**config.mk**
```make
export PLATFORM = sky130hd
export DESIGN_NAME = midpoint_circle_span_rasterizer_flat
export DESIGN_NICKNAME = d
export VERILOG_FILES = /design/src/mcsr_pkg.sv /design/src/mcsr_in_if.sv /design/src/mcsr_out_if.sv /design/src/midpoint_circle_span_rasterizer.sv /design/src/flat_wrapper.sv
export SDC_FILE = /design/constraint.sdc
export NUM_CORES = 1
export LEC_CHECK = 0
export BUFFER_PORTS_ARGS = -buffer_cell sky130_fd_sc_hd__clkbuf_2
export CAP_MARGIN = 40
export CORE_MARGIN = 2
export CORE_UTILIZATION = 45
export CTS_CLUSTER_SIZE = 16
export DETAILED_ROUTE_END_ITERATION = 12
export PLACE_DENSITY = 0.72
export SKIP_LAST_GASP = 1
export SYNTH_ARGS = -nofsm -noshare
export SYNTH_HDL_FRONTEND = slang
export SYNTH_SLANG_ARGS = --single-unit
```
**constraint.sdc**
```tcl
create_clock -name i_clk -period 29.4 [get_ports i_clk]
set_input_delay 5.88 -clock i_clk [delete_from_list [all_inputs] [get_ports i_clk]]
set_output_delay 5.88 -clock i_clk [all_outputs]
set_load 0.03 [all_outputs]
```
**src/mcsr_pkg.sv**
```systemverilog
// shared widths, types, register codes and reset values of the circle span rasteriser
`timescale 1ns / 1ps
`default_nettype none

package mcsr_pkg;

    localparam int DISPLAY_WIDTH  = 320;
    localparam int DISPLAY_HEIGHT = 240;

    localparam int COL_W   = 9;
    localparam int ROW_W   = 8;
    localparam int CTR_W   = 12;
    localparam int RAD_W   = 10;
    localparam int PAINT_W = 16;
    localparam int STEP_W  = 11;
    localparam int DEC_W   = 16;
    localparam int SUB_W   = 3;
    localparam int COORD_W = 14;
    localparam int CFG_W   = 9;

    localparam logic [COL_W-1:0] RIGHT_RST =
        (DISPLAY_WIDTH > 511) ? 9'd511 : 9'(DISPLAY_WIDTH);
    localparam logic [ROW_W-1:0] BOTTOM_RST =
        (DISPLAY_HEIGHT > 255) ? 8'd255 : 8'(DISPLAY_HEIGHT);

    localparam logic [SUB_W-1:0] SUB_LAST_OUTLINE = 3'd7;
    localparam logic [SUB_W-1:0] SUB_LAST_FILL    = 3'd3;

    typedef enum logic [1:0] {
        REG_LEFT   = 2'd0,
        REG_TOP    = 2'd1,
        REG_RIGHT  = 2'd2,
        REG_BOTTOM = 2'd3
    } t_cfg_reg;

    typedef enum logic {
        KIND_START = 1'b0,
        KIND_STEP  = 1'b1
    } t_kind;

    typedef logic signed [COORD_W-1:0] t_coord;
    typedef logic signed [DEC_W-1:0]   t_dec;
    typedef logic signed [STEP_W-1:0]  t_step;

    typedef struct packed {
        logic                      kind;
        logic signed [CTR_W-1:0]   center_x;
        logic signed [CTR_W-1:0]   center_y;
        logic        [RAD_W-1:0]   radius;
        logic                      fill_mode;
        logic        [PAINT_W-1:0] paint;
    } t_in_word;

    typedef struct packed {
        logic               visible;
        logic [COL_W-1:0]   span_start;
        logic [COL_W-1:0]   span_end;
        logic [ROW_W-1:0]   row;
        logic [PAINT_W-1:0] span_paint;
        logic               done_res;
    } t_span_word;

endpackage

`default_nettype wire

```
**src/mcsr_in_if.sv**
```systemverilog
// input channel: circle start and step words
`timescale 1ns / 1ps
`default_nettype none

interface mcsr_in_if import mcsr_pkg::*; ();

    logic                      valid;
    logic                      ready;
    logic                      kind;
    logic signed [CTR_W-1:0]   center_x;
    logic signed [CTR_W-1:0]   center_y;
    logic        [RAD_W-1:0]   radius;
    logic                      fill_mode;
    logic        [PAINT_W-1:0] paint;

    modport source (
        output valid, kind, center_x, center_y, radius, fill_mode, paint,
        input  ready
    );

    modport sink (
        input  valid, kind, center_x, center_y, radius, fill_mode, paint,
        output ready
    );

endinterface

`default_nettype wire

```
**src/mcsr_out_if.sv**
```systemverilog
// output channel: clipped write spans
`timescale 1ns / 1ps
`default_nettype none

interface mcsr_out_if import mcsr_pkg::*; ();

    logic               valid;
    logic               ready;
    logic               visible;
    logic [COL_W-1:0]   span_start;
    logic [COL_W-1:0]   span_end;
    logic [ROW_W-1:0]   row;
    logic [PAINT_W-1:0] span_paint;
    logic               done_res;

    modport source (
        output valid, visible, span_start, span_end, row, span_paint, done_res,
        input  ready
    );

    modport sink (
        input  valid, visible, span_start, span_end, row, span_paint, done_res,
        output ready
    );

endinterface

`default_nettype wire

```
**src/midpoint_circle_span_rasterizer.sv**
```systemverilog
// top level of the midpoint circle span rasteriser
//
//   channel   direction  word                          handshake
//   i_item    in         start or step word            valid / ready
//   o_span    out        clipped span, row, colour     valid / ready
//   i_cfg_*   in         scissor register write        write enable only
//
// one word per cycle while the result is not stalled: input register, one pass of
// adders and clip compares, result register; the walk state updates from its own registers
// a start word gives no span, a step word gives exactly one
// a synchronous reset clears control, walk state and scissors
// a stalled result holds the input register only once it is also full
`timescale 1ns / 1ps
`default_nettype none

module midpoint_circle_span_rasterizer import mcsr_pkg::*; (
    input  wire logic             i_clk,
    input  wire logic             i_rst_n,
    input  wire logic             i_cfg_we,
    input  wire logic [1:0]       i_cfg_idx,
    input  wire logic [CFG_W-1:0] i_cfg_data,
    mcsr_in_if.sink               i_item,
    mcsr_out_if.source            o_span
);

    logic [COL_W-1:0] r_left, r_right;
    logic [ROW_W-1:0] r_top, r_bottom;

    logic       r_in_valid;
    t_in_word   r_in;
    logic       r_out_valid;
    t_span_word r_out;

    logic                    r_busy;
    logic signed [CTR_W-1:0] r_org_x, r_org_y;
    t_step                   r_step_x, r_step_y;
    t_dec                    r_dec;
    logic [SUB_W-1:0]        r_sub;
    logic                    r_filled;
    logic [PAINT_W-1:0]      r_paint;

    logic       adv;
    logic       at_last;
    logic       dec_neg;
    t_dec       dx, dy, inc, n_dec;
    t_step      nx, ny;
    logic       walk_end;
    t_coord     cx, cy, x, y, u, v, px, py, a, b, lo, hi, cl, cr, ct, cb;
    logic       row_ok, vis;
    t_span_word n_out;

    // scissor registers
    always_ff @(posedge i_clk) begin
        if (!i_rst_n) begin
            r_left   <= '0;
            r_top    <= '0;
            r_right  <= RIGHT_RST;
            r_bottom <= BOTTOM_RST;
        end else if (i_cfg_we) begin
            unique case (t_cfg_reg'(i_cfg_idx))
                REG_LEFT:   r_left   <= i_cfg_data;
                REG_TOP:    r_top    <= i_cfg_data[ROW_W-1:0];
                REG_RIGHT:  r_right  <= i_cfg_data;
                REG_BOTTOM: r_bottom <= i_cfg_data[ROW_W-1:0];
            endcase
        end
    end

    assign adv          = r_in_valid && (!r_out_valid || o_span.ready);
    assign i_item.ready = !r_in_valid || adv;

    // input register
    always_ff @(posedge i_clk) begin
        if (!i_rst_n) begin
            r_in_valid <= 1'b0;
        end else if (i_item.ready) begin
            r_in_valid <= i_item.valid;
        end
    end

    always_ff @(posedge i_clk) begin
        if (i_item.ready && i_item.valid) begin
            r_in.kind      <= i_item.kind;
            r_in.center_x  <= i_item.center_x;
            r_in.center_y  <= i_item.center_y;
            r_in.radius    <= i_item.radius;
            r_in.fill_mode <= i_item.fill_mode;
            r_in.paint     <= i_item.paint;
        end
    end

    // walk step
    always_comb begin
        at_last  = (r_sub == (r_filled ? SUB_LAST_FILL : SUB_LAST_OUTLINE));
        dec_neg  = r_dec[DEC_W-1];
        dx       = t_dec'(r_step_x);
        dy       = t_dec'(r_step_y);
        inc      = dec_neg ? ((dx <<< 2) + 16'sd6) : (((dx - dy) <<< 2) + 16'sd10);
        n_dec    = r_dec + inc;
        nx       = r_step_x + 11'sd1;
        ny       = dec_neg ? r_step_y : (r_step_y - 11'sd1);
        walk_end = at_last && (nx > ny);
    end

    // span geometry and clipping
    always_comb begin
        cx = t_coord'(r_org_x);
        cy = t_coord'(r_org_y);
        x  = t_coord'(r_step_x);
        y  = t_coord'(r_step_y);
        cl = t_coord'({1'b0, r_left});
        cr = t_coord'({1'b0, r_right});
        ct = t_coord'({1'b0, r_top});
        cb = t_coord'({1'b0, r_bottom});
        lo = '0;
        hi = '0;
        a  = '0;
        b  = '0;
        if (r_filled) begin
            u  = r_sub[1] ? y : x;
            v  = r_sub[1] ? x : y;
            py = r_sub[0] ? (cy + v) : (cy - v);
            px = '0;
            a  = cx - u;
            b  = cx + u + 14'sd1;
        end else begin
            u  = r_sub[2] ? y : x;
            v  = r_sub[2] ? x : y;
            px = r_sub[0] ? (cx - u) : (cx + u);
            py = r_sub[1] ? (cy - v) : (cy + v);
        end
        row_ok = (py >= ct) && (py < cb);
        if (r_filled) begin
            vis = row_ok && !((a < cl) && (b < cl)) && !((a >= cr) && (b >= cr));
            lo  = (a > b) ? b : a;
            hi  = (a > b) ? a : b;
            if (lo < cl) begin
                lo = cl;
            end
            if (hi > cr) begin
                hi = cr;
            end
            if (lo > hi) begin
                a  = lo;
                lo = hi;
                hi = a;
            end
            vis = vis && (lo != hi);
        end else begin
            vis = row_ok && (px >= cl) && (px < cr);
            lo  = px;
            hi  = px + 14'sd1;
        end
        n_out.visible    = vis;
        n_out.span_start = vis ? lo[COL_W-1:0] : '0;
        n_out.span_end   = vis ? hi[COL_W-1:0] : '0;
        n_out.row        = vis ? py[ROW_W-1:0] : '0;
        n_out.span_paint = vis ? r_paint : '0;
        n_out.done_res   = walk_end;
        if (!r_busy) begin
            n_out = '0;
            n_out.done_res = 1'b1;
        end
    end

    // walk state
    always_ff @(posedge i_clk) begin
        if (!i_rst_n) begin
            r_busy   <= 1'b0;
            r_org_x  <= '0;
            r_org_y  <= '0;
            r_step_x <= '0;
            r_step_y <= '0;
            r_dec    <= '0;
            r_sub    <= '0;
            r_filled <= 1'b0;
            r_paint  <= '0;
        end else if (adv) begin
            if (r_in.kind == KIND_START) begin
                r_busy   <= 1'b1;
                r_org_x  <= r_in.center_x;
                r_org_y  <= r_in.center_y;
                r_step_x <= '0;
                r_step_y <= t_step'({1'b0, r_in.radius});
                r_dec    <= 16'sd3 - t_dec'({r_in.radius, 1'b0});
                r_sub    <= '0;
                r_filled <= r_in.fill_mode;
                r_paint  <= r_in.paint;
            end else if (r_busy) begin
                if (at_last) begin
                    r_dec    <= n_dec;
                    r_step_x <= nx;
                    r_step_y <= ny;
                    r_sub    <= '0;
                    if (walk_end) begin
                        r_busy <= 1'b0;
                    end
                end else begin
                    r_sub <= r_sub + 3'd1;
                end
            end
        end
    end

    // result register
    always_ff @(posedge i_clk) begin
        if (!i_rst_n) begin
            r_out_valid <= 1'b0;
        end else if (adv) begin
            r_out_valid <= (r_in.kind == KIND_STEP);
        end else if (o_span.ready) begin
            r_out_valid <= 1'b0;
        end
    end

    always_ff @(posedge i_clk) begin
        if (adv && (r_in.kind == KIND_STEP)) begin
            r_out <= n_out;
        end
    end

    assign o_span.valid      = r_out_valid;
    assign o_span.visible    = r_out.visible;
    assign o_span.span_start = r_out.span_start;
    assign o_span.span_end   = r_out.span_end;
    assign o_span.row        = r_out.row;
    assign o_span.span_paint = r_out.span_paint;
    assign o_span.done_res   = r_out.done_res;

endmodule

`default_nettype wire

```
**src/flat_wrapper.sv**
```systemverilog
// flat-port wrapper written by rule: the top's interface ports become plain ports
module midpoint_circle_span_rasterizer_flat import mcsr_pkg::*;
  (i_clk, i_rst_n, i_cfg_we, i_cfg_idx, i_cfg_data, i_item_valid, i_item_kind, i_item_center_x, i_item_center_y, i_item_radius, i_item_fill_mode, i_item_paint, i_item_ready, o_span_valid, o_span_visible, o_span_span_start, o_span_span_end, o_span_row, o_span_span_paint, o_span_done_res, o_span_ready);
  mcsr_in_if i_item_i ();
  mcsr_out_if o_span_i ();
  input  wire logic i_clk;
  input  wire logic i_rst_n;
  input  wire logic i_cfg_we;
  input  wire logic [1:0] i_cfg_idx;
  input  wire logic [CFG_W-1:0] i_cfg_data;
  input wire logic [$bits(i_item_i.valid)-1:0] i_item_valid;
  input wire logic [$bits(i_item_i.kind)-1:0] i_item_kind;
  input wire logic [$bits(i_item_i.center_x)-1:0] i_item_center_x;
  input wire logic [$bits(i_item_i.center_y)-1:0] i_item_center_y;
  input wire logic [$bits(i_item_i.radius)-1:0] i_item_radius;
  input wire logic [$bits(i_item_i.fill_mode)-1:0] i_item_fill_mode;
  input wire logic [$bits(i_item_i.paint)-1:0] i_item_paint;
  output wire logic [$bits(i_item_i.ready)-1:0] i_item_ready;
  output wire logic [$bits(o_span_i.valid)-1:0] o_span_valid;
  output wire logic [$bits(o_span_i.visible)-1:0] o_span_visible;
  output wire logic [$bits(o_span_i.span_start)-1:0] o_span_span_start;
  output wire logic [$bits(o_span_i.span_end)-1:0] o_span_span_end;
  output wire logic [$bits(o_span_i.row)-1:0] o_span_row;
  output wire logic [$bits(o_span_i.span_paint)-1:0] o_span_span_paint;
  output wire logic [$bits(o_span_i.done_res)-1:0] o_span_done_res;
  input wire logic [$bits(o_span_i.ready)-1:0] o_span_ready;
  assign i_item_i.valid = i_item_valid;
  assign i_item_i.kind = i_item_kind;
  assign i_item_i.center_x = i_item_center_x;
  assign i_item_i.center_y = i_item_center_y;
  assign i_item_i.radius = i_item_radius;
  assign i_item_i.fill_mode = i_item_fill_mode;
  assign i_item_i.paint = i_item_paint;
  assign i_item_ready = i_item_i.ready;
  assign o_span_valid = o_span_i.valid;
  assign o_span_visible = o_span_i.visible;
  assign o_span_span_start = o_span_i.span_start;
  assign o_span_span_end = o_span_i.span_end;
  assign o_span_row = o_span_i.row;
  assign o_span_span_paint = o_span_i.span_paint;
  assign o_span_done_res = o_span_i.done_res;
  assign o_span_i.ready = o_span_ready;
  midpoint_circle_span_rasterizer u_core (.i_clk(i_clk), .i_rst_n(i_rst_n), .i_cfg_we(i_cfg_we), .i_cfg_idx(i_cfg_idx), .i_cfg_data(i_cfg_data), .i_item(i_item_i), .o_span(o_span_i));
endmodule
```
==> flow_summary.yaml <==
status:
  status: "completed"
synthesis:
  synth_nets: 2389
  synth_top_cell_by_area: "edfxtp_1"
  synth_common_cells: "nand2_1 (236), ha_1 (204), a21oi_1 (151)"
  seq_area_frac_synth_pct: 29.4
  yosysUniqueCellTypes: 95
  yosys-top-cells-area: "edfxtp_1 (16%), ha_1 (14%), dfxtp_1 (13%)"
  synthCells: 2111
  yosysWarningCount: 0
  synth_top_area_share_pct: 16.1
  synthFlopType: "dfxtp_1"
  postSynthAreaPerCell_um2: 8.47
  post-synth-top-count-cell: "nand2_1"
  synth-async-reset-ratio_pct: 0
  ys_seq_elements: 214
  synthesis.area_um2: 17900
  synth_edf_count: 96
global_routing:
  antenna_found_initial: 0
  gr-total-overflow: 0
  grtUsageTotal_pct: 22.9
  grt_pass1_wl_um: 76600
  grt_pass1_vias: 14800
  grt_max_degree: 72
clocking:
  cts_sinks: 214
  ctsHtreeMaxLevel: 1
  numCtsBuffers: 24
  cts_resized: 0
  clk_latency_ps: 540
  cts_root_buffer: "clkbuf_16"
  ctsLongestPathBuffers: 3
  cts_tree: "built"
  postCtsSetupBuffers: 0
  holdBufCountCts: 0
  clkSlewWorstSetupHoldPaths_ps: 60
final_layout:
  drive_gt1_share_pct: 10.5
  fillers: 3669
  syn_to_final_growth_pct: 9.67
  seqCellArea_um2: 5250
  fin_nets: 2437
  multiInputGateArea_um2: 11600
pwr:
  power.static_leakage_nw: 8.46
  power.density_nw_per_um2: 46.3
  peakVddDrop_mv: 0.0475
timing:
  fin_crit_ps: 12230
  rsz0062_at_grt: "no"
  max_freq_mhz: 81.8
  final_hold_viol_count: 0
  fin_tns_setup_ps: 0
  fin_crit_sh_pct: 41.6
  skew_ps: 14.5
  slew_headroom_pct: 38.2
  slew_viol_final: 0
  worst_hold_slack_ps: 460
  worstMarginPinSlew_ps: 919
  setup_viol: 0
routing:
  dr.first_iter.drc_count: 1065
  viasPerCell: 5.66
  final_antenna_net_count: 0
  remaining_drc_errors: 0
  wire_per_inst_um: 17.9
  vias: 15300
  finalWirelength_um: 48400
  drt_first_pass_iters: 7
die:
  io_pins: 114
  start_util_pct: 45.9
  placementRows: 72
  fp.dieW_um: 203
  dieArea_um2: 41300
  coreArea_um2: 38900
  die_h_um: 203
setup_path:
  critPathArrivalTime_ps: 6350
  crit_path_end_kind: "output pin"
  crit_fanout: 3
  required_ps: 23520
  critPathLaunchType: "input pin"
  path_class: "in -> out"
place:
  io_buffer_count: 113
  dp_hpwl_um: 37200
  gp_congestion: 0.900
hold_path:
  hold_path.class: "reg -> reg"
run:
  drv_cap: 0
## flip-flops by register name, indices dropped and copies added, names as in the netlist, 9 cells and up
| register | cells |
|---|---|
| u_core.r_step_x | 11 |
| u_core.r_right | 9 |
| u_core.o_span.span_start | 9 |
| u_core.r_in | 52 |
| u_core.r_org_x | 12 |
| u_core.r_org_y | 12 |
| u_core.r_left | 9 |
| u_core.r_step_y | 11 |
| u_core.r_dec | 15 |
| u_core.r_paint | 16 |
| u_core.o_span.span_end | 9 |
| u_core.o_span.span_paint | 16 |
## metal layers
layer | share of wire [%] | wire [um] | track usage [%]
met1 | 44 | 21400 | 30.1
met2 | 47 | 22700 | 39.2
met3 | 5.6 | 2730 | 2.94
met4 | 3.2 | 1560 | 7.01
met5 | 0 | 0 | 0
## kinds of logic after synthesis
logic type,Yosys count,share of synthesized area (%)
AO/OA/AOI/OAI,553,20.6
XOR/XNOR,124,6.08
adder cells (fa/ha/maj),210,15.0
buffers and inverters,257,5.64
flip-flops,214,29.4
multiplexers,89,5.08
AND/OR/NAND/NOR,664,18.3
## placed cells by master, fill, tap and decap left out, drive strengths merged, types with 13 or more instances in the layout
cell type	netlist	routed
nand2	237	237
ha	204	204
a21oi	154	154
inv	151	153
clkbuf	75	146
o21ai	129	129
nor2	118	118
dfxtp	118	118
edfxtp	96	96
xnor2	84	84
mux2i	82	82
nor3	62	62
nor2b	58	58
a21boi	58	58
a21o	43	43
and2	41	41
xor2	40	40
nand3	30	30
nand2b	25	25
o211ai	23	23
and3	21	21
o21bai	20	20
o21a	18	18
a31oi	17	17
o22ai	16	16
or2	15	15
buf	30	15
nand4	14	14
a211oi	13	13
## layout make-up
class,count,area share [%]
Antenna cell,1,0.0128
Clock buffer,34,3.57
Clock inverter,10,0.594
Inverter,152,2.91
Multi-Input combinational cell,1640,59.4
Sequential cell,214,26.8
Tap cell,518,3.31
Timing Repair Buffer,127,3.47
## report_power, final
group | switching, mW | total, mW | internal, mW
clock network | 0.127 | 0.311 | 0.184
logic | 0.159 | 0.267 | 0.108
registers | 0.00875 | 0.330 | 0.321
total | 0.294 | 0.908 | 0.614
## per-stage QoR
stage | cells | utilization (%) | worst slack [ps] | cell area [um2] | power (mW)
2_1_floorplan | 2111 | - | 17300 | 17900 | 0.535
3_3_place_gp | 2648 | 48.2 | 17180 | 18700 | 0.590
3_5_place_dp | 2651 | 48.3 | 17180 | 18800 | 0.599
4_1_cts | 2695 | 50.4 | 17170 | 19600 | 0.911
5_1_grt | 2695 | 50.4 | 17140 | 19600 | 0.954
6_report | 2696 | 50.4 | 17170 | 19600 | 0.908
## final timing paths
path | startpoint | end | slack (ps) | cells past startpoint
setup / recovery | o_span_ready | i_item_ready | 17170 | 3
hold / removal | u_core.r_paint[13] | u_core.r_paint[13] | 460 | 2
setup reg to reg | u_core.r_sub[1] | u_core.o_span.span_start[3] | 19000 | 34
hold reg to reg | u_core.r_paint[13] | u_core.r_paint[13] | 460 | 2
## worst max-delay path, stage by stage
cell and delay, ps:
clkbuf_2 80, nand3b_1 180, clkbuf_2 210
Note: power is estimated with default switching activity, not from simulation.
